$ cat src/sv/utf8_stream_detector_defines.svh
// ----------------------------------------------------------------------------
// UTF-8 stream detector assertion macros
// Shared property wrappers, clocked on clk and disabled while in reset.
// ----------------------------------------------------------------------------
`ifndef UTF8_STREAM_DETECTOR_DEFINES_SVH
`define UTF8_STREAM_DETECTOR_DEFINES_SVH

// Same-cycle implication.
`define UTF8D_ASSERT_NOW(label, ante, cons, msg) \
	label: assert property (@(posedge clk) disable iff (!arst_n) (ante) |-> (cons)) \
		else $error(msg);

// Next-cycle implication.
`define UTF8D_ASSERT_NEXT(label, ante, cons, msg) \
	label: assert property (@(posedge clk) disable iff (!arst_n) (ante) |=> (cons)) \
		else $error(msg);

`endif

$ cat src/sv/utf8d_pkg.sv
// ----------------------------------------------------------------------------
// UTF-8 stream detector package
// Decoder modes, status codes, count types and register map shared by the
// detector modules.
// ----------------------------------------------------------------------------
package utf8d_pkg;

	localparam int unsigned COUNT_WIDTH  = 32;
	localparam int unsigned THRESH_WIDTH = 32;
	localparam int unsigned CMP_WIDTH    = (COUNT_WIDTH > THRESH_WIDTH) ? COUNT_WIDTH
	                                                                    : THRESH_WIDTH;
	localparam int unsigned FIELD_WIDTH  = 32;

	typedef logic [COUNT_WIDTH-1:0]  count_t;
	typedef logic [THRESH_WIDTH-1:0] thresh_t;
	typedef logic [CMP_WIDTH-1:0]    cmp_t;
	typedef logic [FIELD_WIDTH-1:0]  field_t;

	localparam thresh_t THRESH_RESET = thresh_t'(100);

	// Decoder mode: the NEED modes count continuation bytes still due.
	typedef enum logic [2:0] {
		MODE_WAIT    = 3'd0,
		MODE_CLOSED  = 3'd1,
		MODE_REFUSED = 3'd2,
		MODE_NEED1   = 3'd3,
		MODE_NEED2   = 3'd4,
		MODE_NEED3   = 3'd5,
		MODE_NEED4   = 3'd6,
		MODE_NEED5   = 3'd7
	} mode_t;

	typedef logic [1:0] status_t;
	localparam status_t STATUS_IDLE    = 2'd0;
	localparam status_t STATUS_INSEQ   = 2'd1;
	localparam status_t STATUS_REFUSED = 2'd2;

	// Register map: one register, at byte address zero.
	localparam int unsigned ADDR_WIDTH = 3;
	localparam logic REG_THRESHOLD = 1'b0;

	// Outcome of one byte, passed from the decoder to the top level.
	typedef struct packed {
		mode_t next_mode;
		logic  char_done;
		logic  multi_done;
	} step_t;

endpackage

$ cat src/sv/utf8d_step.sv
// ----------------------------------------------------------------------------
// UTF-8 stream detector byte decoder
// Works out the next decoder mode for one byte and whether a character
// (and a multibyte character) completes with it.
// ----------------------------------------------------------------------------
module utf8d_step (
	input  utf8d_pkg::mode_t mode,
	input  logic [7:0]       data_byte,
	output utf8d_pkg::step_t step
);

	utf8d_pkg::mode_t lead_mode;
	logic             lead_ascii;
	logic             is_cont;

	assign is_cont = (data_byte[7:6] == 2'b10);

	// Lead byte classes, including the original five and six byte forms.
	always_comb begin
		lead_mode  = utf8d_pkg::MODE_REFUSED;
		lead_ascii = 1'b0;
		priority if (data_byte == 8'h00) begin
			lead_mode = utf8d_pkg::MODE_CLOSED;
		end else if (data_byte[7] == 1'b0) begin
			lead_mode  = utf8d_pkg::MODE_WAIT;
			lead_ascii = 1'b1;
		end else if (data_byte[7:5] == 3'b110) begin
			lead_mode = utf8d_pkg::MODE_NEED1;
		end else if (data_byte[7:4] == 4'b1110) begin
			lead_mode = utf8d_pkg::MODE_NEED2;
		end else if (data_byte[7:3] == 5'b11110) begin
			lead_mode = utf8d_pkg::MODE_NEED3;
		end else if (data_byte[7:2] == 6'b111110) begin
			lead_mode = utf8d_pkg::MODE_NEED4;
		end else if (data_byte[7:1] == 7'b1111110) begin
			lead_mode = utf8d_pkg::MODE_NEED5;
		end else begin
			lead_mode = utf8d_pkg::MODE_REFUSED;
		end
	end

	always_comb begin
		step.next_mode  = utf8d_pkg::MODE_REFUSED;
		step.char_done  = 1'b0;
		step.multi_done = 1'b0;
		unique case (mode)
			utf8d_pkg::MODE_WAIT: begin
				step.next_mode = lead_mode;
				step.char_done = lead_ascii;
			end
			utf8d_pkg::MODE_CLOSED,
			utf8d_pkg::MODE_REFUSED: begin
				step.next_mode = utf8d_pkg::MODE_REFUSED;
			end
			utf8d_pkg::MODE_NEED1: begin
				if (is_cont) begin
					step.next_mode  = utf8d_pkg::MODE_WAIT;
					step.char_done  = 1'b1;
					step.multi_done = 1'b1;
				end
			end
			utf8d_pkg::MODE_NEED2,
			utf8d_pkg::MODE_NEED3,
			utf8d_pkg::MODE_NEED4,
			utf8d_pkg::MODE_NEED5: begin
				if (is_cont) begin
					step.next_mode = utf8d_pkg::mode_t'(mode - 3'd1);
				end
			end
			default: begin
				step.next_mode = utf8d_pkg::MODE_REFUSED;
			end
		endcase
	end

endmodule

$ cat src/sv/utf8_stream_detector.sv
// ----------------------------------------------------------------------------
// UTF-8 stream detector
// Checks a byte stream against UTF-8 lead and continuation rules, counts
// accepted characters and reports a result for every byte.
// ----------------------------------------------------------------------------
//  Channel   Signals                                   Direction
//  byte      byte_valid, byte_ready, data_byte         in
//  result    result_valid, result_ready, byte_ok,      out
//            detect_status, char_count,
//            multibyte_count, confident
//  config    psel, penable, pwrite, paddr, pwdata,     in / prdata, pready out
//            prdata, pready
//
// One byte per cycle while results are taken: each request is decoded in the
// cycle it is accepted, and its registered result appears in the next cycle.
// The result register frees as it is taken, so byte_ready is high whenever the
// result slot is empty or being read out in the same cycle.
// Reset returns the decoder to waiting for a lead byte, clears both counts and
// sets the threshold to 100.
// ----------------------------------------------------------------------------
`include "utf8_stream_detector_defines.svh"

module utf8_stream_detector (
	input  logic                                   clk,
	input  logic                                   arst_n,
	input  logic                                   byte_valid,
	output logic                                   byte_ready,
	input  logic [7:0]                             data_byte,
	output logic                                   result_valid,
	input  logic                                   result_ready,
	output logic                                   byte_ok,
	output logic [1:0]                             detect_status,
	output logic [31:0]                            char_count,
	output logic [31:0]                            multibyte_count,
	output logic                                   confident,
	input  logic                                   psel,
	input  logic                                   penable,
	input  logic                                   pwrite,
	input  logic [utf8d_pkg::ADDR_WIDTH-1:0]       paddr,
	input  logic [31:0]                            pwdata,
	output logic [31:0]                            prdata,
	output logic                                   pready
);

	utf8d_pkg::mode_t   mode_q;
	utf8d_pkg::count_t  char_q;
	utf8d_pkg::count_t  multi_q;
	utf8d_pkg::thresh_t thresh_q;
	utf8d_pkg::step_t   step;
	utf8d_pkg::count_t  char_next;
	utf8d_pkg::count_t  multi_next;
	utf8d_pkg::status_t status_next;
	logic               conf_next;
	logic               byte_take;
	logic               cfg_write;

	logic               valid_q;
	logic               ok_q;
	utf8d_pkg::status_t status_q;
	utf8d_pkg::field_t  char_out_q;
	utf8d_pkg::field_t  multi_out_q;
	logic               conf_q;

	utf8d_step u_step (
		.mode      (mode_q),
		.data_byte (data_byte),
		.step      (step)
	);

	assign byte_ready = !valid_q || result_ready;
	assign byte_take  = byte_valid && byte_ready;

	// Saturating counts.
	always_comb begin
		char_next  = char_q;
		multi_next = multi_q;
		if (step.char_done && (char_q != '1)) begin
			char_next = char_q + utf8d_pkg::count_t'(1);
		end
		if (step.multi_done && (multi_q != '1)) begin
			multi_next = multi_q + utf8d_pkg::count_t'(1);
		end
	end

	// Status from the mode the byte leaves behind.
	always_comb begin
		unique case (step.next_mode)
			utf8d_pkg::MODE_REFUSED: status_next = utf8d_pkg::STATUS_REFUSED;
			utf8d_pkg::MODE_WAIT,
			utf8d_pkg::MODE_CLOSED:  status_next = utf8d_pkg::STATUS_IDLE;
			default:                 status_next = utf8d_pkg::STATUS_INSEQ;
		endcase
	end

	assign conf_next = utf8d_pkg::cmp_t'(multi_next) > utf8d_pkg::cmp_t'(thresh_q);

	always_ff @(posedge clk or negedge arst_n) begin
		if (!arst_n) begin
			mode_q  <= utf8d_pkg::MODE_WAIT;
			char_q  <= '0;
			multi_q <= '0;
			valid_q <= 1'b0;
		end else begin
			if (byte_take) begin
				mode_q  <= step.next_mode;
				char_q  <= char_next;
				multi_q <= multi_next;
				valid_q <= 1'b1;
			end else if (result_ready) begin
				valid_q <= 1'b0;
			end
		end
	end

	always_ff @(posedge clk) begin
		if (byte_take) begin
			ok_q        <= (step.next_mode != utf8d_pkg::MODE_REFUSED);
			status_q    <= status_next;
			char_out_q  <= utf8d_pkg::field_t'(char_next);
			multi_out_q <= utf8d_pkg::field_t'(multi_next);
			conf_q      <= conf_next;
		end
	end

	assign result_valid    = valid_q;
	assign byte_ok         = ok_q;
	assign detect_status   = status_q;
	assign char_count      = char_out_q;
	assign multibyte_count = multi_out_q;
	assign confident       = conf_q;

	// Configuration port.
	assign pready    = 1'b1;
	assign cfg_write = psel && penable && pwrite && pready;

	always_ff @(posedge clk or negedge arst_n) begin
		if (!arst_n) begin
			thresh_q <= utf8d_pkg::THRESH_RESET;
		end else if (cfg_write && (paddr[2] == utf8d_pkg::REG_THRESHOLD)) begin
			thresh_q <= pwdata;
		end
	end

	assign prdata = (paddr[2] == utf8d_pkg::REG_THRESHOLD) ? thresh_q : '0;

	`UTF8D_ASSERT_NEXT(a_refused_sticky, mode_q == utf8d_pkg::MODE_REFUSED, mode_q == utf8d_pkg::MODE_REFUSED, "refused state was left")
	`UTF8D_ASSERT_NOW(a_multi_le_char, 1'b1, multi_q <= char_q, "multibyte count exceeds character count")
	`UTF8D_ASSERT_NEXT(a_counts_hold, !byte_take, $stable(char_q) && $stable(multi_q), "counts moved without a request")
	`UTF8D_ASSERT_NOW(a_ok_matches_status, valid_q, ok_q == (status_q != utf8d_pkg::STATUS_REFUSED), "byte_ok disagrees with status")

endmodule

$ cat config.mk
export PLATFORM = sky130hd
export DESIGN_NAME = utf8_stream_detector
export DESIGN_NICKNAME = d
export VERILOG_FILES = /design/src/sv/utf8d_pkg.sv /design/src/sv/utf8d_step.sv /design/src/sv/utf8_stream_detector.sv
export VERILOG_INCLUDE_DIRS = /design/src /design/src/sv
export SDC_FILE = /design/constraint.sdc
export NUM_CORES = 1
export LEC_CHECK = 0
export BUFFER_PORTS_ARGS = -buffer_cell sky130_fd_sc_hd__buf_2
export CORE_MARGIN = 4
export CORE_UTILIZATION = 50
export DETAILED_ROUTE_END_ITERATION = 12
export PLACE_DENSITY = 0.72
export REMOVE_ABC_BUFFERS = 1
export SLEW_MARGIN = 10
export SYNTH_ARGS = -nofsm -noshare
export SYNTH_HDL_FRONTEND = slang
export SYNTH_SLANG_ARGS = --single-unit
$ cat constraint.sdc
create_clock -name clk -period 8.05 [get_ports clk]
set_input_delay 0.4025 -clock clk [delete_from_list [all_inputs] [get_ports clk]]
set_output_delay 0.4025 -clock clk [all_outputs]
set_load 0.02 [all_outputs]
==> results of run 1 <==
-- report_power, final --
group          switching (mW)  internal, mW  total, mW
combinational           0.209         0.133      0.342
sequential             0.0444         0.969       1.01
clock                   0.333         0.511      0.845
total                   0.587          1.61       2.20
-- critical path, delay by kind of cell, from the launching register on --
kind / cells / cell delay (ns)
AO/OA/AOI/OAI: 5 / 0.64
XOR/XNOR: 1 / 0.28
adder cells (fa/ha/maj): 1 / 0.32
flip-flops: 1 / 0.48
AND/OR/NAND/NOR: 6 / 1.71
-- Yosys cell counts, drive strengths merged (3+ instances only) --
cell type    n  area share, %
o21ai        9           0.51
xor2        70            6.9
nand2       66            3.2
a21oi       18            1.1
a31oi        3           0.21
nand3       37            2.3
dfrtp       97             27
or4          4           0.38
a21o         5           0.42
dfstp        3           0.89
and3        14           0.99
or3          3           0.21
nor2       101            4.3
xnor2       53            5.2
mux2        35            4.5
nand2b       5           0.35
nand4       31            2.9
nor4         8            1.1
clkbuf       8           0.37
buf         17            1.3
inv         38            1.6
and4         6           0.61
and2        10           0.76
ha          39            5.5
nor3        12           0.79
nor2b        5           0.35
edfxtp      68             23
-- routing by layer --
layer | part of all wire [%] | global-route usage [%] | routed length [um]
met1 | 46 | 25.70 | 8296
met3 | 3.5 | 3.324 | 641
met5 | 0 | 0 | 0
met4 | 2.0 | 6.680 | 364
met2 | 49 | 31.22 | 8911
-- state kept, by name (all words and copies together) (netlist names) --
name	cells
result_valid	1
detect_status	2
char_count	32
thresh_q	32
confident	1
char_q	32
byte_ok	1
multibyte_count	32
mode_q	3
multi_q	32
-- through the flow --
stage	setup slack (ns)	cells
final	4.319	1174
after CTS	4.278	1174
after floorplan	4.303	763
after detailed placement	4.298	1141
after global placement	4.320	1141
after global routing	4.022	1174
-- cells by family (layout without fill, tap and decap cells) --
logic type               count (synthesis)  count (layout)  synth area share, %
adder cells (fa/ha/maj)                 39              39                5.517
XOR/XNOR                               123             123                12.18
flip-flops                             168             168                51.42
AO/OA/AOI/OAI                           48              48                3.608
AND/OR/NAND/NOR                        310             310                19.41
other                                    1               1              0.04240
buffers and inverters                   64             225                3.367
multiplexers                            35              35                4.456
-- final cells by class --
class                           count  share of cell area, %
Sequential cell                   168                  43.83
Clock inverter                     12                  1.423
Clock buffer                       20                  4.497
Timing Repair Buffer              154                  7.596
Inverter                           39                  1.411
Multi-Input combinational cell    556                  38.53
Tap cell                          225                  2.713
-- worst min path at each step --
stage | start | end | slack [ns] | cells after the start
after detailed placement | arst_n | thresh_q[7]$_DFFE_PN0P_ | 0.35 | 1
final | byte_valid | result_valid$_DFFE_PN0P_ | 0.19 | 2
after global placement | arst_n | thresh_q[7]$_DFFE_PN0P_ | 0.34 | 1
after global routing | byte_valid | result_valid$_DFFE_PN0P_ | 0.18 | 2
after CTS | byte_valid | result_valid$_DFFE_PN0P_ | 0.17 | 2
after floorplan | arst_n | char_q[0]$_DFFE_PN0P_ | 0.11 | 0
==> run metrics, run 1 <==
area enclosed by the die boundary 19,880 um2; number of design-rule violations left by the first detailed-router iteration 351; hold_buf cts 1; average wire per standard cell 15.51 um; Post-CTS Resized 0; clock skew 0.009177 ns; Async S/R FF share, synth 59.52%; post-detail-place hpwl 12,950 um; DP Area 9753 um2; largest fanout of any net on the critical path 7; via count of the first global-routing pass 6,098; time the final worst path needs with I/O delays and setup 3.731 ns; transition time of the tightest slew-check pin 1.007 ns; maximum count of clock buffers along a single path 2; cell area after layout 10,380 um2; cell with the most instances on the worst path a21oi_1; residual antenna-violating net count after detailed routing 0; Mapped Area 8845 um2; Post-Synthesis Cells 788; Tightest Hold Check Type input pin to flop; Peak VDD IR 140.0 uV; CP arrival 3.87 ns; worst slew slack as a fraction of its limit 32.87%; synthesis warning total 0; GRT Resource Usage Total 19.05%; unique cell type count in the Yosys netlist 66; leading register cell type out of synthesis dfrtp_1; required time of the worst setup path 8.19 ns; post-route clock period utilization 46.34%; fraction of the yosys area taken by sequential cells 51.42%; CTS sink count 168; cell at the root of the clock tree clkbuf_16; via-per-instance ratio 5.210; Power, Total 2.200 mW; clock slew seen by the registers of the worst setup and hold paths 0.06 ns; delay of the slowest cell on the worst path 0.48 ns; die span in x 141 um; count of buffers inserted at the top-level ports 149; maximum number of pins on one net before global-route repair 75; number of enable flip-flop cells after synthesis 68; fraction of layout cells with a size suffix above 1 26.55%; most frequent standard cell in the layout excluding fill and tap cells buf_2; commonest cells after routing, fill and taps aside 148 x buf_2, 100 x nor2_1, 97 x dfrtp_1; count of unresolved DRC violations after routing 0; category of the worst setup path launch point flop; syn avg cell area 11.22 um2; area occupied by multi-input gates 3999 um2; CTS tree built; critical path's slowest cell dfrtp_1; Final Slew Violations 0; P&R area growth vs syn 17.33%; htree depth 4; crit path to confident$_DFFE_PP_; wire length of the first global-routing pass 30,550 um; type of the worst setup path flop to flop; worst reg2reg path endpoint confident$_DFFE_PP_; final net count 1,025; Std-Cell Rows 48; number of antenna violations at the first check in global routing 0; register bit total from synthesis 168; final setup violation count 0; CP endpoint kind flop; insertion delay to the later sink of the worst-skew pair 0.42 ns; antenna diode instance count 0; max-capacitance violation count 0; slack of the worst reg-to-reg path 4.32 ns; depth of the worst register-to-register path 13; number of buffers created by CTS 17; Post-Route Hold Slack 0.1870 ns; # Post-CTS Setup Buffers 0; cell-by-cell trace of the critical path and4_1 > and3_1 > nand2_1 > nor4b_4 > nand3_1 > xnor2_1 > ha_1 > a21oi_1 > o21ai_0 > a21oi_1 > a21oi_1 > nor4_1 > a22oi_1; Die H 141 um; residual overflow from global routing 0; Crit Reg-Reg Startpoint multi_q[5]$_DFFE_PN0P_; cell leakage power 5.006 nW; Hold Violations, Final 0; number of fill cells in the layout 1,473; power density over the cells 212.0 nW/um2; unrepaired setup endpoints after global routing no; via count 6,117; wire length after detailed routing 18,210 um; startpoint of the most critical setup path multi_q[5]$_DFFE_PN0P_; FMAX 268.1 MHz; iteration count of the initial detailed-routing pass 7; final core utilization 60.00%; placer's final routability congestion estimate 0.8210; effective utilization at floorplan 51.14%; status finished clean; setup TNS 0 ns; number of top-level design ports 153; area used by sequential logic in the layout 4548 um2; Placeable Area 17,300 um2
(Power assumes the default switching activity.)
==> run 2: changes to the inputs <==
clock period = 3.6 ns   (was 8.05 ns; I/O delays follow)
==> run metrics, run 2 (synthesized netlist as in run 1, its figures left out) <==
share of total power consumed by net switching 27.49%; worst hold path cell count 3; share of total power in the clock network 37.1%; iteration count of the initial detailed-routing pass 5; category of the worst setup path launch point flop; min-delay src result_ready; number of buffers created by CTS 17; CTS tree built; number of antenna violations at the first check in global routing 0; maximum count of clock buffers along a single path 2; delay of the slowest cell on the worst path 0.57 ns; Die H 141 um; area enclosed by the die boundary 19,880 um2; die span in x 141 um; Combinational Power Share 16.4%; Power, Total 4.872 mW; max-capacitance violation count 0; sequential group share of total power 46.5%; required time of the worst setup path 3.87 ns; worst reg2reg path endpoint confident$_DFFE_PP_; Crit Reg-Reg Startpoint multi_q[0]$_DFFE_PN0P_; GRT Resource Usage Total 19.59%; time the final worst path needs with I/O delays and setup 3.417 ns; largest fanout of any net on the critical path 13; antenna diode instance count 0; slack of the worst reg-to-reg path 0.18 ns; type of the worst setup path flop to flop; placer's final routability congestion estimate 0.8589; CTS sink count 168; CP arrival 3.69 ns; clock slew seen by the registers of the worst setup and hold paths 0.07 ns; Placeable Area 17,300 um2; Std-Cell Rows 48; P&R area growth vs syn 22.46%; terminating pin of the worst hold path result_valid$_DFFE_PN0P_; average wire per standard cell 15.16 um; cell area after layout 10,830 um2; wire length after detailed routing 18,570 um; residual overflow from global routing 0; transition time of the tightest slew-check pin 0.8097 ns; power spent charging and discharging nets 1.339 mW; most frequent standard cell in the layout excluding fill and tap cells buf_2; number of fill cells in the layout 1,414; final setup violation count 0; residual antenna-violating net count after detailed routing 0; post-detail-place hpwl 13,360 um; maximum number of pins on one net before global-route repair 62; Hold Violations, Final 0; cell leakage power 5.240 nW; design internal power 3.533 mW; cell at the root of the clock tree clkbuf_16; number of top-level design ports 153; Post-Route Hold Slack 0.04651 ns; critical path's slowest cell or4_1; via count 6,254; number of design-rule violations left by the first detailed-router iteration 352; insertion delay to the later sink of the worst-skew pair 0.43 ns; worst slew slack as a fraction of its limit 46.02%; Peak VDD IR 319.1 uV; htree depth 4; DP Area 9866 um2; status finished clean; CP endpoint kind flop; count of unresolved DRC violations after routing 0; FMAX 292.7 MHz; wire length of the first global-routing pass 31,590 um; post-route clock period utilization 94.91%; fraction of layout cells with a size suffix above 1 27.60%; commonest cells after routing, fill and taps aside 148 x buf_2, 100 x nor2_1, 97 x dfrtp_1; via count of the first global-routing pass 6,451; power density over the cells 449.8 nW/um2; final net count 1,076; via-per-instance ratio 5.105; clock skew 0.01188 ns; cell-by-cell trace of the critical path ha_1 > and3_1 > and2_1 > a31oi_1 > buf_4 > nand4_1 > xnor2_1 > ha_1 > nand4_1 > or4_1 > a21oi_1 > o41ai_1 > a22oi_1; depth of the worst register-to-register path 13; count of buffers inserted at the top-level ports 149; Tightest Hold Check Type input pin to flop; Final Slew Violations 0; effective utilization at floorplan 51.14%
## run 2: cell types whose count changed in the layout (fill, tap and decap cells not counted), moves of 3 or more
cell	previous run	this run
clkinv_2	1	5
dlygate4sd3_1	1	34
buf_4	5	23
clkinv_1	3	0
## run 2: final cells by class
type                    instances  area, um2  share of cell area (%)
flip-flops and latches        168       4548                   41.99
well taps                     225      281.5                   2.599
multi-input cells             556       4016                   37.08
clock buffers                  18      439.2                   4.055
repair buffers                205       1254                   11.57
inverters                      39      146.4                   1.352
clock inverters                14      146.4                   1.352
## run 2: through the flow
step,worst slack (ns),instances,setup TNS [ns],utilization [%]
final,0.1832,1225,0,62.62
after CTS,0.1278,1222,0,62.39
after global routing,-0.003193,1225,-0.003193,62.62
after floorplan,-0.1441,763,-0.2321,-
after global placement,0.1788,1156,0,57.04
after detailed placement,0.1436,1156,0,57.04
## run 2: worst max path at each step
stage | start | endpoint | slack (ns) | depth (start not counted)
after floorplan | result_valid$_DFFE_PN0P_ | multi_q[1]$_DFFE_PN0P_ | -0.14 | 6
after global placement | mode_q[0]$_DFFE_PN0P_ | confident$_DFFE_PP_ | 0.18 | 13
after detailed placement | multi_q[23]$_DFFE_PN0P_ | confident$_DFFE_PP_ | 0.14 | 14
after CTS | multi_q[23]$_DFFE_PN0P_ | confident$_DFFE_PP_ | 0.13 | 14
after global routing | multi_q[23]$_DFFE_PN0P_ | confident$_DFFE_PP_ | -0.003 | 11
final | multi_q[0]$_DFFE_PN0P_ | confident$_DFFE_PP_ | 0.18 | 13
## run 2: power groups by stage
| stage | Combinational (mW) | Clock, mW | Sequential (mW) |
|---|---|---|---|
| 5_1_grt | 0.897 | 1.93 | 2.29 |
| 2_1_floorplan | 0.467 | 0 | 2.34 |
| 3_5_place_dp | 0.779 | 0 | 2.30 |
| 4_1_cts | 0.813 | 1.86 | 2.26 |
| 3_3_place_gp | 0.764 | 0 | 2.30 |
| 6_report | 0.801 | 1.81 | 2.26 |
## run 2: repair_timing
item,4_1_cts,5_1_grt
hold buffers,34,0
resized for setup,0,4
setup endpoints to repair,0,1
buffers inserted,0,3
hold endpoints to repair,89,0
## run 2: critical path, delay by kind of cell, from the launching register on
family / cells / cell delay (ns)
buf+inv: 1 / 0.22
flops: 1 / 0.43
compound gates: 4 / 0.63
simple gates: 5 / 1.24
xor+xnor: 1 / 0.17
fa+ha+maj: 2 / 0.57
## run 2: routing by layer
metal	GRT usage (%)	up-vias	share of wire (%)	wire length, um
met5	0	-	0	0
met4	5.558	0	1.1	211
met3	3.596	18	4.1	758
met2	33.11	119	50	9322
met1	26.00	2986	45	8281
li1	-	3131	-	-
==> run 3: changes to the inputs <==
clock period = 3.3 ns   (was 3.6 ns; I/O delays follow)
==> run metrics, run 3 (synthesized netlist as in run 1, its figures left out) <==
number of antenna violations at the first check in global routing 0; transition time of the tightest slew-check pin 0.7930 ns; max-capacitance violation count 0; maximum number of pins on one net before global-route repair 59; fraction of layout cells with a size suffix above 1 32.25%; startpoint of the most critical setup path multi_q[16]$_DFFE_PN0P_; number of top-level design ports 153; post-route insts no fill 1,270; depth of the worst register-to-register path 12; CP endpoint kind flop; time the final worst path needs with I/O delays and setup 3.224 ns; placed cell count 1,186; required time of the worst setup path 3.56 ns; count of buffers inserted at the top-level ports 149; CTS tree built; power spent charging and discharging nets 1.435 mW; final net count 1,121; via-per-instance ratio 5.154; wire length after detailed routing 19,790 um; via count of the first global-routing pass 6,603; Power, Total 5.348 mW; residual antenna-violating net count after detailed routing 0; worst slew slack as a fraction of its limit 47.14%; post-route clock period utilization 97.68%; area enclosed by the die boundary 19,880 um2; via count 6,545; design internal power 3.913 mW; GRT Resource Usage Total 20.33%; CP arrival 3.48 ns; Peak VDD IR 374.0 uV; placer's final routability congestion estimate 0.8729; htree depth 4; clock slew seen by the registers of the worst setup and hold paths 0.06 ns; cell at the root of the clock tree clkbuf_16; largest fanout of any net on the critical path 5; insertion delay to the later sink of the worst-skew pair 0.43 ns; sequential group share of total power 46.1%; effective utilization at floorplan 51.14%; count of unresolved DRC violations after routing 0; crit path to confident$_DFFE_PP_; average wire per standard cell 15.58 um; Tightest Hold Check Type input pin to flop; Std-Cell Rows 48; number of buffers created by CTS 17; Placeable Area 17,300 um2; worst reg2reg path endpoint confident$_DFFE_PP_; residual overflow from global routing 0; P&R area growth vs syn 27.92%; wire length of the first global-routing pass 32,450 um; CTS sink count 168; commonest cells after routing, fill and taps aside 149 x buf_2, 100 x nor2_1, 97 x dfrtp_1; antenna diode instance count 0; share of total power consumed by net switching 26.83%; number of design-rule violations left by the first detailed-router iteration 345; most frequent standard cell in the layout excluding fill and tap cells buf_2; category of the worst setup path launch point flop; die span in x 141 um; Hold Violations, Final 0; clock skew 0.007965 ns; Final Slew Violations 0; type of the worst setup path flop to flop; post-detail-place hpwl 13,790 um; iteration count of the initial detailed-routing pass 6; Crit Reg-Reg Startpoint multi_q[16]$_DFFE_PN0P_; maximum count of clock buffers along a single path 2; status finished clean; share of total power in the clock network 36.4%; FMAX 310.2 MHz; Die H 141 um; Combinational Power Share 17.5%; cell leakage power 5.529 nW; slack of the worst reg-to-reg path 0.08 ns; final setup violation count 0; final core utilization 65.42%; power density over the cells 472.7 nW/um2
-- run 3: what timing repair did --
item / 4_1_cts / 5_1_grt
buffers inserted: 3 / 14
gates resized for setup: 11 / 21
endpoints found under the setup margin: 1 / 1
gates cloned: 0 / 1
hold endpoints to repair: 87 / 0
pin swaps: 10 / 10
hold buffers: 34 / 0
-- run 3: how the worst min path moves through the flow --
stage | startpoint | to | slack, ns | depth (start not counted)
final | result_ready | result_valid$_DFFE_PN0P_ | 0.03 | 3
after global routing | result_ready | result_valid$_DFFE_PN0P_ | 0.04 | 3
after CTS | result_ready | result_valid$_DFFE_PN0P_ | 0.02 | 3
after detailed placement | arst_n | thresh_q[4]$_DFFE_PN0P_ | 0.31 | 1
after global placement | arst_n | thresh_q[4]$_DFFE_PN0P_ | 0.30 | 1
after floorplan | arst_n | char_q[0]$_DFFE_PN0P_ | -0.13 | 0
-- run 3: worst max-delay path, cell delays in order, from the launching register on --
cell and delay (ns):
dfrtp_1 0.42, and4_2 0.30, and4_1 0.26, a31oi_4 0.16, buf_2 0.21, nand2_1 0.08, xnor2_1 0.15, ha_1 0.31
nand4_1 0.16, or4_1 0.57, a21oi_1 0.15, o41ai_1 0.10, a22oi_1 0.17
-- run 3: area by class of cell --
cell class                      instances  area [um2]
Clock buffer                           22       474.2
Clock inverter                         10       101.3
Fill cell                            1348        5982
Inverter                               39       146.4
Multi-Input combinational cell        556        4158
Sequential cell                       168        4548
Tap cell                              225       281.5
Timing Repair Buffer                  250        1605
-- run 3: routing by layer --
layer,vias to the layer above,track usage (%),part of all wire (%)
met4,0,6.068,1.7
met1,3161,26.69,45
met2,137,34.65,50
met3,27,3.562,3.5
li1,3220,-,-
met5,-,0,0
-- run 3: metrics by stage --
stage	area (um2)	hold slack [ns]	worst slack, ns	setup TNS [ns]
2_1_floorplan	8693	-0.1306	-0.4441	-5.059
3_3_place_gp	10100	0.3011	-0.1055	-0.1055
3_5_place_dp	10100	0.3054	-0.1606	-0.1606
4_1_cts	11090	0.02113	0.01990	0
5_1_grt	11310	0.03951	-0.06397	-0.06397
6_report	11310	0.03381	0.07644	0
-- run 3: power by group through the flow --
| stage | clock [mW] | combinational [mW] | sequential (mW) |
|---|---|---|---|
| after global placement | 0 | 0.860 | 2.50 |
| final | 1.95 | 0.937 | 2.47 |
| after detailed placement | 0 | 0.882 | 2.51 |
| after global routing | 2.08 | 1.05 | 2.49 |
| after floorplan | 0 | 0.509 | 2.55 |
| after CTS | 1.99 | 0.929 | 2.47 |
